<file path="src/design/cbd_pkg.sv">
// cbd_pkg: shared types and constants of the chunked body deframer.
// No dependencies; used by cbd_core, cbd_out_stage, the top level and the bench.
package cbd_pkg;

    localparam int unsigned MAX_SIZE_LINE = 16;   // size line limit, CR LF included
    localparam int unsigned HC_W          = 5;    // header char counter width

    localparam logic [7:0] CH_CR = 8'h0D;
    localparam logic [7:0] CH_LF = 8'h0A;

    localparam logic [1:0] MODE_RAW     = 2'd0;
    localparam logic [1:0] MODE_FIXED   = 2'd1;
    localparam logic [1:0] MODE_CHUNKED = 2'd2;

    localparam logic CFG_FRAMING_MODE = 1'b0;
    localparam logic CFG_BODY_LENGTH  = 1'b1;

    typedef enum logic [1:0] {
        KIND_PAYLOAD = 2'd0,
        KIND_END     = 2'd1,
        KIND_ERROR   = 2'd2
    } t_kind;

    typedef enum logic [1:0] {
        PH_SIZE    = 2'd0,
        PH_DATA    = 2'd1,
        PH_TAIL_CR = 2'd2,
        PH_TAIL_LF = 2'd3
    } t_phase;

    // one result beat
    typedef struct packed {
        logic       valid;
        logic [7:0] data;
        t_kind      kind;
        logic       last;
    } t_result;

    // configuration write
    typedef struct packed {
        logic        we;
        logic        idx;
        logic [31:0] data;
    } t_cfg;

endpackage

</file>
<file path="src/design/cbd_in_stage.sv">
// cbd_in_stage: input register of the deframer, holds one received beat.
// Standalone; uses no package items.
module cbd_in_stage (
    input  logic       i_clk,
    input  logic       i_rst_n,
    input  logic       i_valid,
    output logic       o_ready,
    input  logic [7:0] i_byte,
    input  logic       i_advance,   // core consumes the held beat this cycle
    output logic       o_valid,
    output logic [7:0] o_byte
);

    logic       r_valid;
    logic [7:0] r_byte;

    assign o_ready = !r_valid || i_advance;
    assign o_valid = r_valid;
    assign o_byte  = r_byte;

    always_ff @(posedge i_clk) begin
        if (!i_rst_n) begin
            r_valid <= 1'b0;
        end else if (o_ready) begin
            r_valid <= i_valid;
        end
    end

    always_ff @(posedge i_clk) begin
        if (o_ready && i_valid) begin
            r_byte <= i_byte;
        end
    end

endmodule

</file>
<file path="src/design/cbd_core.sv">
// cbd_core: framing state and the per-beat decode step (raw, fixed, chunked).
// Depends on cbd_pkg.
module cbd_core (
    input  logic            i_clk,
    input  logic            i_rst_n,
    input  cbd_pkg::t_cfg   i_cfg,
    input  logic            i_step,
    input  logic [7:0]      i_byte,
    output cbd_pkg::t_result o_res
);

    logic [1:0]                  r_mode;
    logic [31:0]                 r_body_length;
    cbd_pkg::t_phase             r_phase;
    logic [31:0]                 r_chunk_size;
    logic [31:0]                 r_bytes_done;
    logic [cbd_pkg::HC_W-1:0]    r_header_chars;
    logic                        r_saw_cr;
    logic                        r_hex_stopped;
    logic                        r_last_zero;

    cbd_pkg::t_phase             n_phase;
    logic [31:0]                 n_chunk_size;
    logic [31:0]                 n_bytes_done;
    logic [cbd_pkg::HC_W-1:0]    n_header_chars;
    logic                        n_saw_cr;
    logic                        n_hex_stopped;
    logic                        n_last_zero;

    logic [31:0]                 bytes_inc;
    logic [cbd_pkg::HC_W-1:0]    hc_inc;
    logic [4:0]                  hv;
    logic                        err;

    // 0..15 for a hex digit, 16 otherwise
    function automatic logic [4:0] hex_value(input logic [7:0] c);
        logic [4:0] v;
        v = 5'd16;
        if (c >= 8'h30 && c <= 8'h39) v = 5'(c - 8'h30);
        if (c >= 8'h41 && c <= 8'h46) v = 5'(c - 8'h41 + 8'd10);
        if (c >= 8'h61 && c <= 8'h66) v = 5'(c - 8'h61 + 8'd10);
        return v;
    endfunction

    assign bytes_inc = r_bytes_done + 32'd1;
    assign hc_inc    = r_header_chars + {{(cbd_pkg::HC_W-1){1'b0}}, 1'b1};
    assign hv        = hex_value(i_byte);

    always_comb begin
        n_phase        = r_phase;
        n_chunk_size   = r_chunk_size;
        n_bytes_done   = r_bytes_done;
        n_header_chars = r_header_chars;
        n_saw_cr       = r_saw_cr;
        n_hex_stopped  = r_hex_stopped;
        n_last_zero    = r_last_zero;
        err            = 1'b0;
        o_res.valid    = 1'b0;
        o_res.data     = 8'd0;
        o_res.kind     = cbd_pkg::KIND_PAYLOAD;
        o_res.last     = 1'b0;

        case (r_mode)
            cbd_pkg::MODE_CHUNKED: begin
                case (r_phase)
                    cbd_pkg::PH_SIZE: begin
                        if (r_saw_cr && i_byte == cbd_pkg::CH_LF) begin
                            n_header_chars = '0;
                            n_saw_cr       = 1'b0;
                            n_hex_stopped  = 1'b0;
                            n_bytes_done   = 32'd0;
                            if (r_chunk_size == 32'd0) begin
                                n_last_zero = 1'b1;
                                n_phase     = cbd_pkg::PH_TAIL_CR;
                            end else begin
                                n_phase = cbd_pkg::PH_DATA;
                            end
                        end else if (hc_inc >= cbd_pkg::HC_W'(cbd_pkg::MAX_SIZE_LINE)) begin
                            err = 1'b1;
                        end else begin
                            n_header_chars = hc_inc;
                            n_saw_cr       = (i_byte == cbd_pkg::CH_CR);
                            if (!r_hex_stopped) begin
                                if (hv < 5'd16) begin
                                    if (r_chunk_size[31:28] != 4'd0) begin
                                        err = 1'b1;   // size past 32 bits
                                    end else begin
                                        n_chunk_size = {r_chunk_size[27:0], hv[3:0]};
                                    end
                                end else begin
                                    n_hex_stopped = 1'b1;   // extensions follow
                                end
                            end
                        end
                    end
                    cbd_pkg::PH_DATA: begin
                        n_bytes_done = bytes_inc;
                        if (bytes_inc >= r_chunk_size) begin
                            n_phase = cbd_pkg::PH_TAIL_CR;
                        end
                        o_res.valid = 1'b1;
                        o_res.data  = i_byte;
                    end
                    cbd_pkg::PH_TAIL_CR: begin
                        if (i_byte != cbd_pkg::CH_CR) begin
                            err = 1'b1;
                        end else begin
                            n_phase = cbd_pkg::PH_TAIL_LF;
                        end
                    end
                    default: begin
                        if (i_byte != cbd_pkg::CH_LF) begin
                            err = 1'b1;
                        end else begin
                            n_phase        = cbd_pkg::PH_SIZE;
                            n_chunk_size   = 32'd0;
                            n_bytes_done   = 32'd0;
                            n_header_chars = '0;
                            n_saw_cr       = 1'b0;
                            n_hex_stopped  = 1'b0;
                            n_last_zero    = 1'b0;
                            if (r_last_zero) begin
                                o_res.valid = 1'b1;
                                o_res.kind  = cbd_pkg::KIND_END;
                            end
                        end
                    end
                endcase
                if (err) begin
                    n_phase        = cbd_pkg::PH_SIZE;
                    n_chunk_size   = 32'd0;
                    n_bytes_done   = 32'd0;
                    n_header_chars = '0;
                    n_saw_cr       = 1'b0;
                    n_hex_stopped  = 1'b0;
                    n_last_zero    = 1'b0;
                    o_res.valid    = 1'b1;
                    o_res.data     = 8'd0;
                    o_res.kind     = cbd_pkg::KIND_ERROR;
                end
            end
            cbd_pkg::MODE_FIXED: begin
                if (r_body_length == 32'd0) begin
                    o_res.valid = 1'b1;
                    o_res.data  = i_byte;
                end else if (r_bytes_done < r_body_length) begin
                    n_bytes_done = bytes_inc;
                    o_res.valid  = 1'b1;
                    o_res.data   = i_byte;
                    o_res.last   = (bytes_inc == r_body_length);
                end
            end
            default: begin
                // raw, and unused mode 3
                o_res.valid = 1'b1;
                o_res.data  = i_byte;
            end
        endcase
    end

    always_ff @(posedge i_clk) begin
        if (!i_rst_n) begin
            r_mode         <= cbd_pkg::MODE_RAW;
            r_body_length  <= 32'd0;
            r_phase        <= cbd_pkg::PH_SIZE;
            r_chunk_size   <= 32'd0;
            r_bytes_done   <= 32'd0;
            r_header_chars <= '0;
            r_saw_cr       <= 1'b0;
            r_hex_stopped  <= 1'b0;
            r_last_zero    <= 1'b0;
        end else if (i_cfg.we) begin
            if (i_cfg.idx == cbd_pkg::CFG_FRAMING_MODE) begin
                r_mode         <= i_cfg.data[1:0];
                r_phase        <= cbd_pkg::PH_SIZE;
                r_chunk_size   <= 32'd0;
                r_bytes_done   <= 32'd0;
                r_header_chars <= '0;
                r_saw_cr       <= 1'b0;
                r_hex_stopped  <= 1'b0;
                r_last_zero    <= 1'b0;
            end else begin
                r_body_length <= i_cfg.data;
                if (r_mode != cbd_pkg::MODE_CHUNKED) begin
                    r_bytes_done <= 32'd0;
                end
            end
        end else if (i_step) begin
            r_phase        <= n_phase;
            r_chunk_size   <= n_chunk_size;
            r_bytes_done   <= n_bytes_done;
            r_header_chars <= n_header_chars;
            r_saw_cr       <= n_saw_cr;
            r_hex_stopped  <= n_hex_stopped;
            r_last_zero    <= n_last_zero;
        end
    end

    // an error beat always leaves a clean size-line state behind
    a_err_clears: assert property (@(posedge i_clk) disable iff (!i_rst_n)
        (i_step && !i_cfg.we && o_res.valid && o_res.kind == cbd_pkg::KIND_ERROR)
        |=> (r_phase == cbd_pkg::PH_SIZE && r_chunk_size == 32'd0
             && r_header_chars == '0))
        else $error("cbd_core: state not cleared after framing error");

    // header counter never reaches the line limit
    a_hc_bound: assert property (@(posedge i_clk) disable iff (!i_rst_n)
        r_header_chars < cbd_pkg::HC_W'(cbd_pkg::MAX_SIZE_LINE))
        else $error("cbd_core: size line counter out of range");

    // while passing chunk data, the count stays below the chunk size
    a_data_count: assert property (@(posedge i_clk) disable iff (!i_rst_n)
        (r_mode == cbd_pkg::MODE_CHUNKED && r_phase == cbd_pkg::PH_DATA)
        |-> (r_bytes_done < r_chunk_size))
        else $error("cbd_core: chunk data count past chunk size");

    // last flag only on payload beats
    a_last_payload: assert property (@(posedge i_clk) disable iff (!i_rst_n)
        (o_res.valid && o_res.last) |-> (o_res.kind == cbd_pkg::KIND_PAYLOAD))
        else $error("cbd_core: last flag on non-payload result");

endmodule

</file>
<file path="src/design/cbd_out_stage.sv">
// cbd_out_stage: result register toward the master-side stream.
// Depends on cbd_pkg.
module cbd_out_stage (
    input  logic             i_clk,
    input  logic             i_rst_n,
    input  logic             i_load,    // core produces a result this cycle
    input  cbd_pkg::t_result i_res,
    output logic             o_free,    // slot can take a result this cycle
    input  logic             i_ready,
    output cbd_pkg::t_result o_res
);

    logic             r_valid;
    cbd_pkg::t_result r_res;

    assign o_free = !r_valid || i_ready;

    always_comb begin
        o_res       = r_res;
        o_res.valid = r_valid;
    end

    always_ff @(posedge i_clk) begin
        if (!i_rst_n) begin
            r_valid <= 1'b0;
        end else if (o_free) begin
            r_valid <= i_load;
        end
    end

    always_ff @(posedge i_clk) begin
        if (o_free && i_load) begin
            r_res <= i_res;
        end
    end

endmodule

</file>
<file path="src/design/chunked_body_deframer.sv">
// chunked_body_deframer: top level of the body deframer.
// Depends on cbd_pkg, cbd_in_stage, cbd_core, cbd_out_stage.
//
// Strips body framing from a received byte stream, one byte per slave beat.
// framing_mode (cfg index 0) selects raw passthrough (0, also 3), fixed length
// (1) or chunked coding (2); writing it clears the framing state. body_length
// (cfg index 1) is the fixed-length byte limit, zero meaning unlimited; writing
// it restarts the fixed-length count. Write configuration only while idle.
// Each input beat yields zero or one master beat: tdata[7:0] the payload byte
// (zero unless payload), tuser[1:0] the kind (0 payload, 1 end of body, 2 framing
// error), tlast marks the final byte of a fixed-length body. Chunked mode drops
// size lines and CR LF tails, ends a body on a zero-size chunk, and reports
// over-long size lines, size overflow and bad tails as errors, then resumes at
// the next size line. Throughput is one beat per clock while the master side
// accepts; a slave beat passes the input register, the combinational decode
// step and the result register on its way to the master side.
module chunked_body_deframer (
    input  logic        i_clk,
    input  logic        i_rst_n,
    // configuration write port
    input  logic        i_cfg_we,
    input  logic        i_cfg_idx,
    input  logic [31:0] i_cfg_data,
    // slave side
    input  logic        s_tvalid,
    output logic        s_tready,
    input  logic [7:0]  s_tdata,    // [7:0] in_byte
    // master side
    output logic        m_tvalid,
    input  logic        m_tready,
    output logic [7:0]  m_tdata,    // [7:0] data_byte
    output logic [1:0]  m_tuser,    // [1:0] kind
    output logic        m_tlast     // last_of_body
);

    logic             in_valid;
    logic [7:0]       in_byte;
    logic             out_free;
    logic             step;
    cbd_pkg::t_cfg    cfg;
    cbd_pkg::t_result core_res;
    cbd_pkg::t_result out_res;

    assign cfg.we   = i_cfg_we;
    assign cfg.idx  = i_cfg_idx;
    assign cfg.data = i_cfg_data;

    // the held beat is decoded whenever the result slot can take its outcome
    assign step = in_valid && out_free;

    cbd_in_stage u_in (
        .i_clk     (i_clk),
        .i_rst_n   (i_rst_n),
        .i_valid   (s_tvalid),
        .o_ready   (s_tready),
        .i_byte    (s_tdata),
        .i_advance (step),
        .o_valid   (in_valid),
        .o_byte    (in_byte)
    );

    cbd_core u_core (
        .i_clk   (i_clk),
        .i_rst_n (i_rst_n),
        .i_cfg   (cfg),
        .i_step  (step),
        .i_byte  (in_byte),
        .o_res   (core_res)
    );

    cbd_out_stage u_out (
        .i_clk   (i_clk),
        .i_rst_n (i_rst_n),
        .i_load  (step && core_res.valid),
        .i_res   (core_res),
        .o_free  (out_free),
        .i_ready (m_tready),
        .o_res   (out_res)
    );

    assign m_tvalid = out_res.valid;
    assign m_tdata  = out_res.data;
    assign m_tuser  = out_res.kind;
    assign m_tlast  = out_res.last;

endmodule

</file>
<file path="config.mk">
export PLATFORM = sky130hd
export DESIGN_NAME = chunked_body_deframer
export DESIGN_NICKNAME = d
export VERILOG_FILES = /design/src/design/cbd_pkg.sv /design/src/design/cbd_in_stage.sv /design/src/design/cbd_core.sv /design/src/design/cbd_out_stage.sv /design/src/design/chunked_body_deframer.sv
export SDC_FILE = /design/constraint.sdc
export NUM_CORES = 1
export LEC_CHECK = 0
export BUFFER_PORTS_ARGS = -buffer_cell sky130_fd_sc_hd__buf_2
export CORE_AREA = 2 2 172 174
export CTS_CLUSTER_DIAMETER = 200
export CTS_CLUSTER_SIZE = 40
export DETAILED_ROUTE_END_ITERATION = 7
export DIE_AREA = 0 0 174 176
export SYNTH_ARGS = -nofsm -noshare
export SYNTH_HDL_FRONTEND = slang
export SYNTH_SLANG_ARGS = --single-unit
</file>
<file path="constraint.sdc">
create_clock -name i_clk -period 4.23 [get_ports i_clk]
set_input_delay 0.846 -clock i_clk [delete_from_list [all_inputs] [get_ports i_clk]]
set_output_delay 0.846 -clock i_clk [all_outputs]
set_load 0.05 [all_outputs]
</file>
* Yosys cells after proc, flatten, opt, wreduce, memory -nomap -nowiden
Cells that the tools add are included.
** Cells by class
- Order comparisons :: 10
- $mul :: 0
- Reductions and logical operators :: 31
- Div/mod/pow operators :: 0
- $add $sub $neg :: 7
- Muxes and demuxes :: 90
- Equal/unequal tests :: 30
- Bitwise logic cells :: 4
- Shifts and indexed selects :: 0
** Operators by type and width (count)
- $mux 32 :: 19
- $pmux 32 s2 :: 2
- $pmux 32 s3 :: 1
- $logic_not 32->1 :: 2
- $mux 5 :: 11
- $mux 1 :: 33
- $add 32x1->32 const B :: 1
- $eq 32x32->1 :: 1
- $ge 32x32->1 :: 1
- $lt 32x32->1 :: 1
- $mux 2 :: 12
- $ne 4x4->1 const B :: 6
- $mux 9 :: 2
- $pmux 9 s2 :: 1
- $eq 8x4->1 const B :: 2
- $ge 8x7->1 const B :: 2
- $le 8x7->1 const B :: 2
- $ne 4x2->1 const B :: 4
- $ne 8x4->1 const B :: 2
- $reduce_and 7->1 :: 2
- $ne 6x6->1 const B :: 2
- $mux 11 :: 1
- $add 5x4->5 const B :: 2
- $pmux 5 s2 :: 1
- 35 further kinds :: 59
** Word-level totals
- Memories :: 0
- Register bits after elaboration :: 129
- Output and inout port bits :: 13
- RAM bits :: 0
- Input bits :: 46
- Bits in latches :: 0
- ROM bits :: 0
- Logic and storage cells :: 188

* Longest topological paths before layout
Gate-level depths: netlist (run 1).
- Word-level depth :: 16
- Depth in mapped cells :: 15

* Modules after synthesis
Synthesis (run 1) repeated with hierarchy kept, for this count alone.
** Unflattened totals
- Cell total of the unflattened synthesis :: 1131
- Area, all modules :: 8901.0 sq um
** By module, submodules not included
- cbd_core :: area each 8195.4 sq um, sequential area each 2162.1 sq um, instances 1, cells an instance 1099
- cbd_out_stage :: area each 395.4 sq um, sequential area each 350.3 sq um, instances 1, cells an instance 17
- cbd_in_stage :: area each 297.8 sq um, sequential area each 260.2 sq um, instances 1, cells an instance 13
- chunked_body_deframer :: area each 12.5 sq um, sequential area each 0.0 sq um, instances 1, cells an instance 2

* Worst setup path after synthesis (run 1)
No wires, ideal clock.
- Path type :: register to register
- Start point :: reg u_core.r_bytes_done[10]
- End point :: reg u_core.r_phase[0]
- Buffers on the path :: 1
- Arrival time :: 3.536 ns
- Cell stages (with the launch flop) :: 14
- Period minus slack after synthesis :: 3.608 ns
- Path slack :: 0.622 ns
- Cell sequence :: dfxtp_1 -> clkbuf_1 -> nand3_1 -> or4_1 -> nor3_1 -> nand3_1 -> xnor2_1 -> ha_1 -> nand4_1 -> or3_1 -> nand4b_1 -> a311oi_1 -> o31ai_1 -> mux2i_1
** On the way
- Longest elaborated chain between the ends :: 4
** Ends and longest elaborated chain
- from (decl) :: RTL line cbd_core.sv:16 : logic [31:0] r_bytes_done;
- from (signal assigned) :: RTL line cbd_core.sv:191 : r_bytes_done <= n_bytes_done;
- $add 32x1->32 :: RTL line cbd_core.sv:45 : assign bytes_inc = r_bytes_done + 32'd1;
- $ge 32x32->1 :: RTL line cbd_core.sv:98 : if (bytes_inc >= r_chunk_size) begin
- $ne 4x2->1 (no line)
- $reduce_and 7->1 (no line)
- to (signal assigned) :: RTL line cbd_core.sv:165 : r_phase <= cbd_pkg::PH_SIZE;
- to (signal assigned) :: RTL line cbd_core.sv:175 : r_phase <= cbd_pkg::PH_SIZE;
- to (signal assigned) :: RTL line cbd_core.sv:189 : r_phase <= n_phase;
- to (decl) :: RTL line cbd_core.sv:14 : cbd_pkg::t_phase r_phase;
Every way passes these cells.
A chain may end at the register's enable or synchronous reset.

* Final worst setup path (run 1)
- Start point :: reg u_in.r_byte[0] (netlist: u_in.o_byte[0])
- End point :: reg u_core.r_bytes_done[29]
** On the way
- Longest elaborated chain between the ends :: 16
** Ends and longest elaborated chain
- from (decl) :: RTL line cbd_in_stage.sv:15 : logic [7:0] r_byte;
- from (signal assigned) :: RTL line cbd_in_stage.sv:31 : r_byte <= i_byte;
- parallel branches: the longest is 16 deep, another holds $sub 5x1->5
Parallel ways; which one is timed is not known. The select of a mux whose other input is x is not followed.

==> metrics.txt, run 1 <==
top cells by area, synth=dfxtp_1 (26%), ha_1 (11%), edfxtp_1 (6.7%); clock latency on the worst-skew pair=0.43 ns; cells after synthesis=1058; Hold Path End=u_core.r_body_length[12]; most numerous cell in the Yosys netlist=nand2_1; fmax=258 MHz; Async S/R FF share, synth=0%; vias=7985; Synthesized Nets=1181; final-layout fill cell count=3075; syn avg cell area=8.07 um2; Via density=5.32; Yosys top cell area share=25.8%; max-capacitance violation count=0; nets@finish=1226; Sw Pwr=0.893 mW; post-synthesis cell type count=67; post-CTS sizing=0; share of cells above drive strength 1=11.1%; ANT cells=0; std cell rows=62; final core utilization=34.7%; Reg power frac=41.3%; GP Congestion=0.912; initial antenna violation count=0; setup violators final=0; ys flop type=dfxtp_1; slew margin rel.=28.9%; Synth area leader=dfxtp_1; Pre-Repair DR Iteration Count=5; crit end category=register; sequential share of the synthesized area=32.5%; fin crit share=91.5%; fin crit period=3.87 ns; clock-pin slew on the worst setup and hold paths=0.07 ns; RSZ-0062 raised after global routing=no; Area Overhead vs Synth=15.9%; r2r endpoint=u_core.r_bytes_done[29]; Hold Path Class=reg -> reg; FF-to-FF Start=u_in.o_byte[0]; run status=finished clean; num ports=59; Hold Startpoint=u_core.r_body_length[12]; Total GRT Usage=16.6%; Die Wd=174 um; I/O Buffers=58; Syn. warnings=0; grt ovf=0; Die ar.=0.0306 mm2; vias in the first global route=7605; Internal Pwr Total=2.27 mW; Clock power frac=48.5%; CP Launch Type=register; R2R depth=10; Initial DRC Count=598; leakage=3.69 nW; Seq cells post-synth=129; Die Ht=176 um; worst path arrival time=4.21 ns; Routed Antenna Nets=0; CTS sink count=129; postcts setup bufs=0; CTS tree=done; Worst-Margin Slew=1.06 ns; hold-fix buffers at CTS=0; synth cell count leaders=nand2_1 (128), dfxtp_1 (110), a21oi_1 (92); number of remaining DRC errors=0; number of synthesized flops with an enable pin=19; largest fanout on the critical path=21; cts bufs inserted=17; Routed WL=25500 um; Setup Skew=0.0138 ns; Initial Utilization=29.9%; Hold Crit Depth=2; clk buf depth=2; Setup CP Type=reg -> reg; VDD IR-drop max=0.237 mV; mean routed wirelength per cell=17.0 um; Comb power frac=10.2%; DPL Wire Length=18900 um; R2R Setup Slk=0.36 ns; pwr/cell area=320 mW/mm2; Synth Cell Area=0.00854 mm2; Root Buffer=clkbuf_16; Clock H-tree levels=4; final hold violation count=0; final slew viol count=0; switch share=28.2%; Std-Cell Core Area=0.0285 mm2; Worst setup startpoint=u_in.o_byte[0]; largest net degree at the start of global routing=77; sum of negative setup slack=0 ns; wire length of the first global-routing pass=40800 um; CP required=4.57 ns
## worst max-delay path by stage
stage                         endpoint  cells after the start
3_3_place_gp         u_core.r_phase[0]                     13
5_1_grt              u_core.r_phase[1]                     14
6_report       u_core.r_bytes_done[29]                     10
4_1_cts        u_core.r_bytes_done[29]                     10
3_5_place_dp         u_core.r_phase[1]                     14
2_1_floorplan        u_core.r_phase[0]                     13
## stage by stage
stage	setup slack, ns	cell area, um2	total power [mW]	cells	hold WS [ns]
after floorplan	0.622	8540	1.54	1058	0.446
after global placement	0.516	9300	1.65	1468	0.453
after detailed placement	0.418	9300	1.66	1468	0.469
after CTS	0.396	9890	3.19	1500	0.479
after global routing	0.0567	9900	3.27	1500	0.513
final	0.360	9900	3.17	1500	0.479
## power by group through the flow
stage	clock, mW	sequential [mW]	combinational (mW)
final	1.53	1.31	0.324
after global routing	1.61	1.31	0.356
after CTS	1.56	1.31	0.323
after detailed placement	0	1.33	0.321
after global placement	0	1.33	0.320
after floorplan	0	1.34	0.197
## worst max-delay path, stage by stage (launching register included)
cell and delay, ns:
edfxtp_1 0.44, inv_1 0.16, ha_1 0.18, or4b_1 0.48, o21a_1 0.22, a221o_1 0.32, or2_1 0.27, a311o_1 0.38
or4_4 0.65, or2_1 0.41, o31ai_1 0.26
## area by class of cell
type | instances | area, um2 | share of cell area (%)
clock inverter | 15 | 174 | 1.76
timing repair buffer | 84 | 498 | 5.03
multi-input combinational | 786 | 5230 | 52.8
sequential | 129 | 2770 | 28.0
clock buffer | 17 | 425 | 4.30
inverter | 85 | 319 | 3.22
tap | 384 | 480 | 4.85
## routing by layer
metal | global-route usage (%) | part of all wire, %
met5 | 0 | 0
met1 | 22.5 | 47
met2 | 27.2 | 46
met4 | 4.69 | 1.8
met3 | 3.04 | 5.3
## cells in the final DEF (no fill, tap or decap), types with 3 or more instances in the layout
master       n
clkbuf_16   17
and3_1      10
nor2b_1     14
and4_1       7
a2111oi_0    5
buf_4       25
nand3_1     37
nand2_1    128
a211oi_1     4
xnor3_1      3
edfxtp_1    19
o22ai_1      6
a21oi_1     91
a21o_1       7
or3_1       10
clkinv_4     3
o21a_1       4
o211ai_1    13
nand2b_1     4
inv_1       84
nand4_1     51
nor2_1      47
o2111ai_1    6
or4_1       18
xor2_1      11
inv_6        4
xnor2_1     47
a31oi_1      3
inv_8        3
dfxtp_1    110
o31ai_1     41
nor3_1       6
o21ai_1     14
o21ai_0     38
buf_2       58
and2_1       8
nor4_1      27
ha_1        77
## flip-flops by register name, indices dropped and copies added, names as in the netlist
register,count
u_core.r_mode,2
u_core.r_saw_cr,1
u_out.o_res,11
u_core.r_last_zero,1
u_in.o_byte,8
u_core.r_hex_stopped,1
u_core.r_chunk_size,32
u_core.r_bytes_done,32
u_core.r_phase,2
u_core.r_body_length,32
u_core.r_header_chars,5
u_out.r_valid,1
u_in.o_valid,1
## cells by family after synthesis
group | count (synthesis) | synth area share [%]
buffers and inverters | 143 | 6.55
multiplexers | 2 | 0.234
adder cells (fa/ha/maj) | 77 | 11.3
AND/OR/NAND/NOR | 387 | 23.6
XOR/XNOR | 61 | 6.74
flip-flops | 129 | 32.5
AO/OA/AOI/OAI | 259 | 19.2
Note: power is estimated with default switching activity, not from simulation.
==> run 2, diff against run 1 <==
ABC_AREA = 1   (was unset)
CORE_AREA = 2 2 171 173   (was 2 2 172 174)
DIE_AREA = 0 0 173 175   (was 0 0 174 176)
==> run 2 against run 1 <==
Net effect: global-route usage decreased by 1.8 points; routed wire length down 14%; clock skew down 0.0027 ns; worst hold slack worse by 0.029 ns; synthesized area is 1.7% lower; combinational power grew to 4.1 times the previous value; flip-flop and latch count unchanged; total power grew 38%; largest cell class unchanged.
==> metrics.txt, run 2 <==
final-layout fill cell count=3103; Yosys top cell area share=26.2%; CP max stage cell=dfxtp_1; GP Congestion=0.902; fin crit period=3.40 ns; CP max stage delay=0.39 ns; VDD IR-drop max=0.268 mV; max-capacitance violation count=0; met3 Use GR=3.09%; Clock H-tree levels=4; sum of negative setup slack=0 ns; nets@finish=1355; CP required=4.53 ns; slew margin rel.=41.7%; Pre-Repair DR Iteration Count=5; Reg power frac=35.0%; most numerous cell in the Yosys netlist=nand2_1; syn avg cell area=7.05 um2; cts bufs inserted=17; Total GRT Usage=14.9%; I/O Buffers=58; Routed Antenna Nets=0; Synth area leader=dfxtp_1; clock-pin slew on the worst setup and hold paths=0.06 ns; CTS sink count=129; mean routed wirelength per cell=13.5 um; num ports=59; most common cell after layout, fill and taps aside=nand2_1; largest net degree at the start of global routing=64; Setup CP Type=reg -> reg; clk buf depth=2; cells after synthesis=1190; number of remaining DRC errors=0; most frequent cells in the layout=nand2_1 (180), inv_1 (157), nor2_1 (154); Sw Pwr=1.56 mW; GR Layer Usage met2=26.2%; std cell rows=62; Internal Pwr Total=2.82 mW; worst-path cell chain=ha_1, nand2_1, nor2_1, nand2_2, nor2_4, nand3_2, nor3_2, nand2_1, xor2_1, ha_1, nand4_1, inv_1, nand2_1, o2111ai_1, nor3_1, o21ai_0, nand2_1, nand2_1, nand2_1, nor2_1; Area Overhead vs Synth=14.4%; fin crit share=80.5%; total power=4.38 mW; Setup Skew=0.0112 ns; CP Launch Type=register; CP dominant cell by count=nand2_1; Synth Cell Area=0.00839 mm2; ys flop type=dfxtp_1; Die Wd=173 um; Die ar.=0.0303 mm2; Hold Path Class=reg -> reg; switch share=35.6%; leakage=4.23 nW; Initial Utilization=29.6%; vias in the first global route=7390; setup violators final=0; pwr/cell area=456 mW/mm2; postcts setup bufs=0; Comb power frac=30.6%; grt ovf=0; Initial DRC Count=415; Clock power frac=34.5%; met1 GRT Util=18.0%; Routed WL=22100 um; Std-Cell Core Area=0.0284 mm2; Syn. warnings=0; busiest layer in global routing=met2; DPL Wire Length=16500 um; Die Ht=175 um; ANT cells=0; sequential share of the synthesized area=33.0%; Via density=4.73; worst path arrival time=3.71 ns; final slew viol count=0; Seq cells post-synth=129; Worst-Margin Slew=0.873 ns; final hold violation count=0; largest fanout on the critical path=5; initial antenna violation count=0; Hold Slack=0.450 ns; final core utilization=33.8%; post-synthesis cell type count=45; wire length of the first global-routing pass=36400 um; top cells by area, synth=dfxtp_1 (26%), ha_1 (11%), a21oi_1 (8.6%); vias=7698; share of cells above drive strength 1=11.1%; biggest regs=u_core.r_body_length x32, u_core.r_bytes_done x32, u_core.r_chunk_size x32; Synthesized Nets=1313; run status=finished clean; number of synthesized flops with an enable pin=19; CTS tree=done; RSZ-0062 raised after global routing=no; hold-fix buffers at CTS=0; clock latency on the worst-skew pair=0.42 ns; post-CTS sizing=0; fmax=294 MHz; synth cell count leaders=nand2_1 (181), inv_1 (157), nor2_1 (154); crit end category=register; Async S/R FF share, synth=0%; Root Buffer=clkbuf_16
==> run 2: changes by cell type in the layout (fill, tap and decap cells not counted), moves of 18 or more <==
cell,previous run,this run
a21oi_1,91,144
o31ai_1,41,0
inv_1,84,157
nor2_1,47,154
nand2_1,128,180
o21ai_1,14,47
xnor2_1,47,2
nand4_1,51,24
or4_1,18,0
buf_4,25,5
o21ai_0,38,64
==> run 2: power by group through the flow <==
stage	Combinational, mW	Clock [mW]	Sequential, mW
4_1_cts	1.35	1.53	1.53
3_5_place_dp	1.34	0	1.55
5_1_grt	1.54	1.59	1.55
6_report	1.34	1.51	1.53
3_3_place_gp	1.31	0	1.55
2_1_floorplan	1.02	0	1.54
==> run 2: critical path: cells and delay by family (launching register included) <==
kind            cells  cell delay, ns
xor+xnor            1            0.34
buf+inv             1            0.05
compound gates      2            0.24
fa+ha+maj           2            0.58
flops               1            0.39
simple gates       14            1.68
==> run 2: area by class of cell <==
cell class              count  area, um2  area share, %
multi-input cells         856       4800           50.0
flip-flops and latches    129       2770           28.9
inverters                 165        622           6.48
well taps                 384        480           5.00
clock buffers              22        464           4.84
repair buffers             63        328           3.41
clock inverters            10        135           1.41
==> run 2: worst paths after layout <==
kind                            slack (ns)                  endpoint  cells after the start                     start
worst max-delay path                  0.83         u_core.r_phase[0]                     20    u_core.r_bytes_done[1]
worst min register to register        0.45  u_core.r_header_chars[4]                      2  u_core.r_header_chars[4]
worst min-delay path                  0.45  u_core.r_header_chars[4]                      2  u_core.r_header_chars[4]
worst max register to register        0.83         u_core.r_phase[0]                     20    u_core.r_bytes_done[1]
==> run 2: stage by stage <==
step | setup slack (ns) | cell area (um2) | std cells
after floorplan | 1.40 | 8390 | 1190
after global placement | 0.892 | 9000 | 1597
after detailed placement | 0.847 | 9000 | 1597
after CTS | 0.816 | 9600 | 1629
after global routing | 0.335 | 9600 | 1629
final | 0.826 | 9600 | 1629
==> run 2: cell families (layout without fill, tap and decap cells) <==
logic type / Yosys count / after routing / share of synthesized area [%]
and+or+nand+nor: 476 / 476 / 25.6
AOI/OAI and AO/OA: 276 / 276 / 17.1
buffers and inverters: 205 / 260 / 9.84
DFF: 129 / 129 / 33.0
adders and majority gates: 77 / 77 / 11.5
xor gates and xnor gates: 27 / 27 / 2.98
==> run 2: routing by layer <==
metal	routed length [um]	share of wire, %
met1	9810	44
met3	973	4.4
met4	382	1.7
met5	0	0
met2	10900	49
==> run 3, diff against run 2 <==
ABC_AREA = 0   (was 1)
CORE_AREA = 2 2 172 174   (was 2 2 171 173)
DIE_AREA = 0 0 174 176   (was 0 0 173 175)
clock period = 3.57 ns   (was 4.23 ns; I/O delays follow)
==> run 3 against run 2 <==
Net effect: the run now ends with setup timing left; highest routed layer unchanged; total power down 16%; critical path depth decreased by 9; critical path type unchanged; clock skew down 0.00054 ns; clock power rose by 14%; largest cell class unchanged.
==> metrics.txt, run 3 (same netlist as run 1, synthesis figures left out) <==
run status=finished, violations left; failing checks=setup timing; CP required=3.94 ns; hold-fix buffers at CTS=0; vias in the first global route=7667; Die ar.=0.0306 mm2; worst path arrival time=3.96 ns; largest fanout on the critical path=12; final slew viol count=0; VDD IR-drop max=0.298 mV; largest net degree at the start of global routing=77; setup violators final=6; Initial Utilization=29.9%; Routed WL=26200 um; R2R depth=11; final-layout fill cell count=2994; max-capacitance violation count=0; Die Wd=174 um; Total GRT Usage=16.9%; Routed Antenna Nets=0; Setup Skew=0.0106 ns; share of cells above drive strength 1=20.4%; fin crit period=3.59 ns; CP Launch Type=register; number of remaining DRC errors=0; cts bufs inserted=17; Top Layer Used=met4; clock latency on the worst-skew pair=0.44 ns; CTS tree=done; wire length of the first global-routing pass=41200 um; slew margin rel.=30.9%; Pre-Repair DR Iteration Count=6; Inst Count DP=1540; fmax=278 MHz; Hold Slack=0.448 ns; DPL Wire Length=19800 um; grt ovf=0; Hold Path Class=in -> reg; clk buf depth=2; Multi-input gate area=0.00541 mm2; Initial DRC Count=823; final hold violation count=0; clock-pin slew on the worst setup and hold paths=0.07 ns; nets@finish=1304; most common cell after layout, fill and taps aside=nand2_1; Met1 Wirelength=12300 um; CTS sink count=129; Setup CP Type=reg -> reg; Area Overhead vs Synth=25.4%; Seq. cell area=0.00278 mm2; length of routed met2 wiring=12200 um; leakage=4.19 nW; mean routed wirelength per cell=16.6 um; Hold Crit Depth=1; std cell rows=62; num ports=59; vias=8259; Clock H-tree levels=4; final core utilization=37.5%; I/O Buffers=58; Final Non-Filler Cells=1578; worst setup margin=-0.0209 ns; Via density=5.23; biggest regs=u_core.r_body_length x32, u_core.r_bytes_done x32, u_core.r_chunk_size x32; total power=3.68 mW; Std-Cell Core Area=0.0285 mm2; ANT cells=0; Die Ht=176 um; initial antenna violation count=0; met3 WL=1190 um; Worst-Margin Slew=1.03 ns; GP Congestion=0.873; crit end category=register; RSZ-0062 raised after global routing=yes; fin crit share=101%; pwr/cell area=344 mW/mm2; Root Buffer=clkbuf_16; most frequent cells in the layout=nand2_1 (127), dfxtp_1 (106), buf_4 (97)
-- run 3: cell types whose count changed in the layout (fill, tap and decap cells not counted), sizes merged, moves of 14 or more --
cell   before  now
nor2      167   47
buf        63  162
inv       166   94
nand2     195  128
o21ai     111   52
a21oi     146   92
xnor2       2   47
o31ai       0   41
nand4      24   51
or4         0   19
nor4       11   28
nor2b       0   14
nor3       21    7
-- run 3: report_power, final --
group / leakage, nW / internal (mW) / switching [mW]
clock network: 0.280 / 0.924 / 0.796
registers: 1.07 / 1.51 / 0.0264
logic: 2.83 / 0.153 / 0.273
total: 4.19 / 2.59 / 1.09
-- run 3: path summary, 6_finish.rpt --
check,start,end,slack (ns)
max reg2reg,u_in.o_byte[0],u_core.r_bytes_done[10],-0.02
max,u_in.o_byte[0],u_core.r_bytes_done[10],-0.02
min reg2reg,u_core.r_header_chars[4],u_core.r_header_chars[4],0.48
min,s_tdata[2],u_in.o_byte[2],0.45
-- run 3: stage by stage --
stage	worst slack (ns)	instance area (um2)	setup TNS [ns]
floorplan	0.0737	8550	0
global placement	-0.00459	9890	-0.00459
detailed placement	0.00372	9890	0
CTS	-0.00554	10500	-0.00759
global route	-0.127	10700	-1.90
finish	-0.0209	10700	-0.0574
-- run 3: repair_timing --
item                                    CTS  global route
resized for setup                         2            45
endpoints found under the setup margin   17            40
pin swaps                                 0             5
buffers inserted                          2             4
-- run 3: area by class of cell --
| type | count | area share (%) |
|---|---|---|
| well taps | 384 | 4.49 |
| multi-input cells | 786 | 50.5 |
| repair buffers | 162 | 10.7 |
| clock inverters | 15 | 1.34 |
| flip-flops and latches | 129 | 25.9 |
| inverters | 85 | 2.98 |
| clock buffers | 17 | 3.97 |
-- run 3: critical path, cell delays in order, from the launching register on --
cell	delay (ns)
edfxtp_1	0.41
inv_2	0.10
ha_4	0.13
or4b_4	0.46
o21a_1	0.20
a221o_1	0.36
or2_4	0.26
a311o_1	0.33
or4_4	0.61
buf_12	0.18
or3_1	0.34
a21oi_2	0.15
-- run 3: metal layers --
| metal | global-route usage, % | up-vias |
|---|---|---|
| met5 | 0 | - |
| met4 | 5.50 | 0 |
| met3 | 2.02 | 48 |
| met2 | 27.9 | 247 |
| met1 | 23.1 | 3833 |
| li1 | - | 4131 |
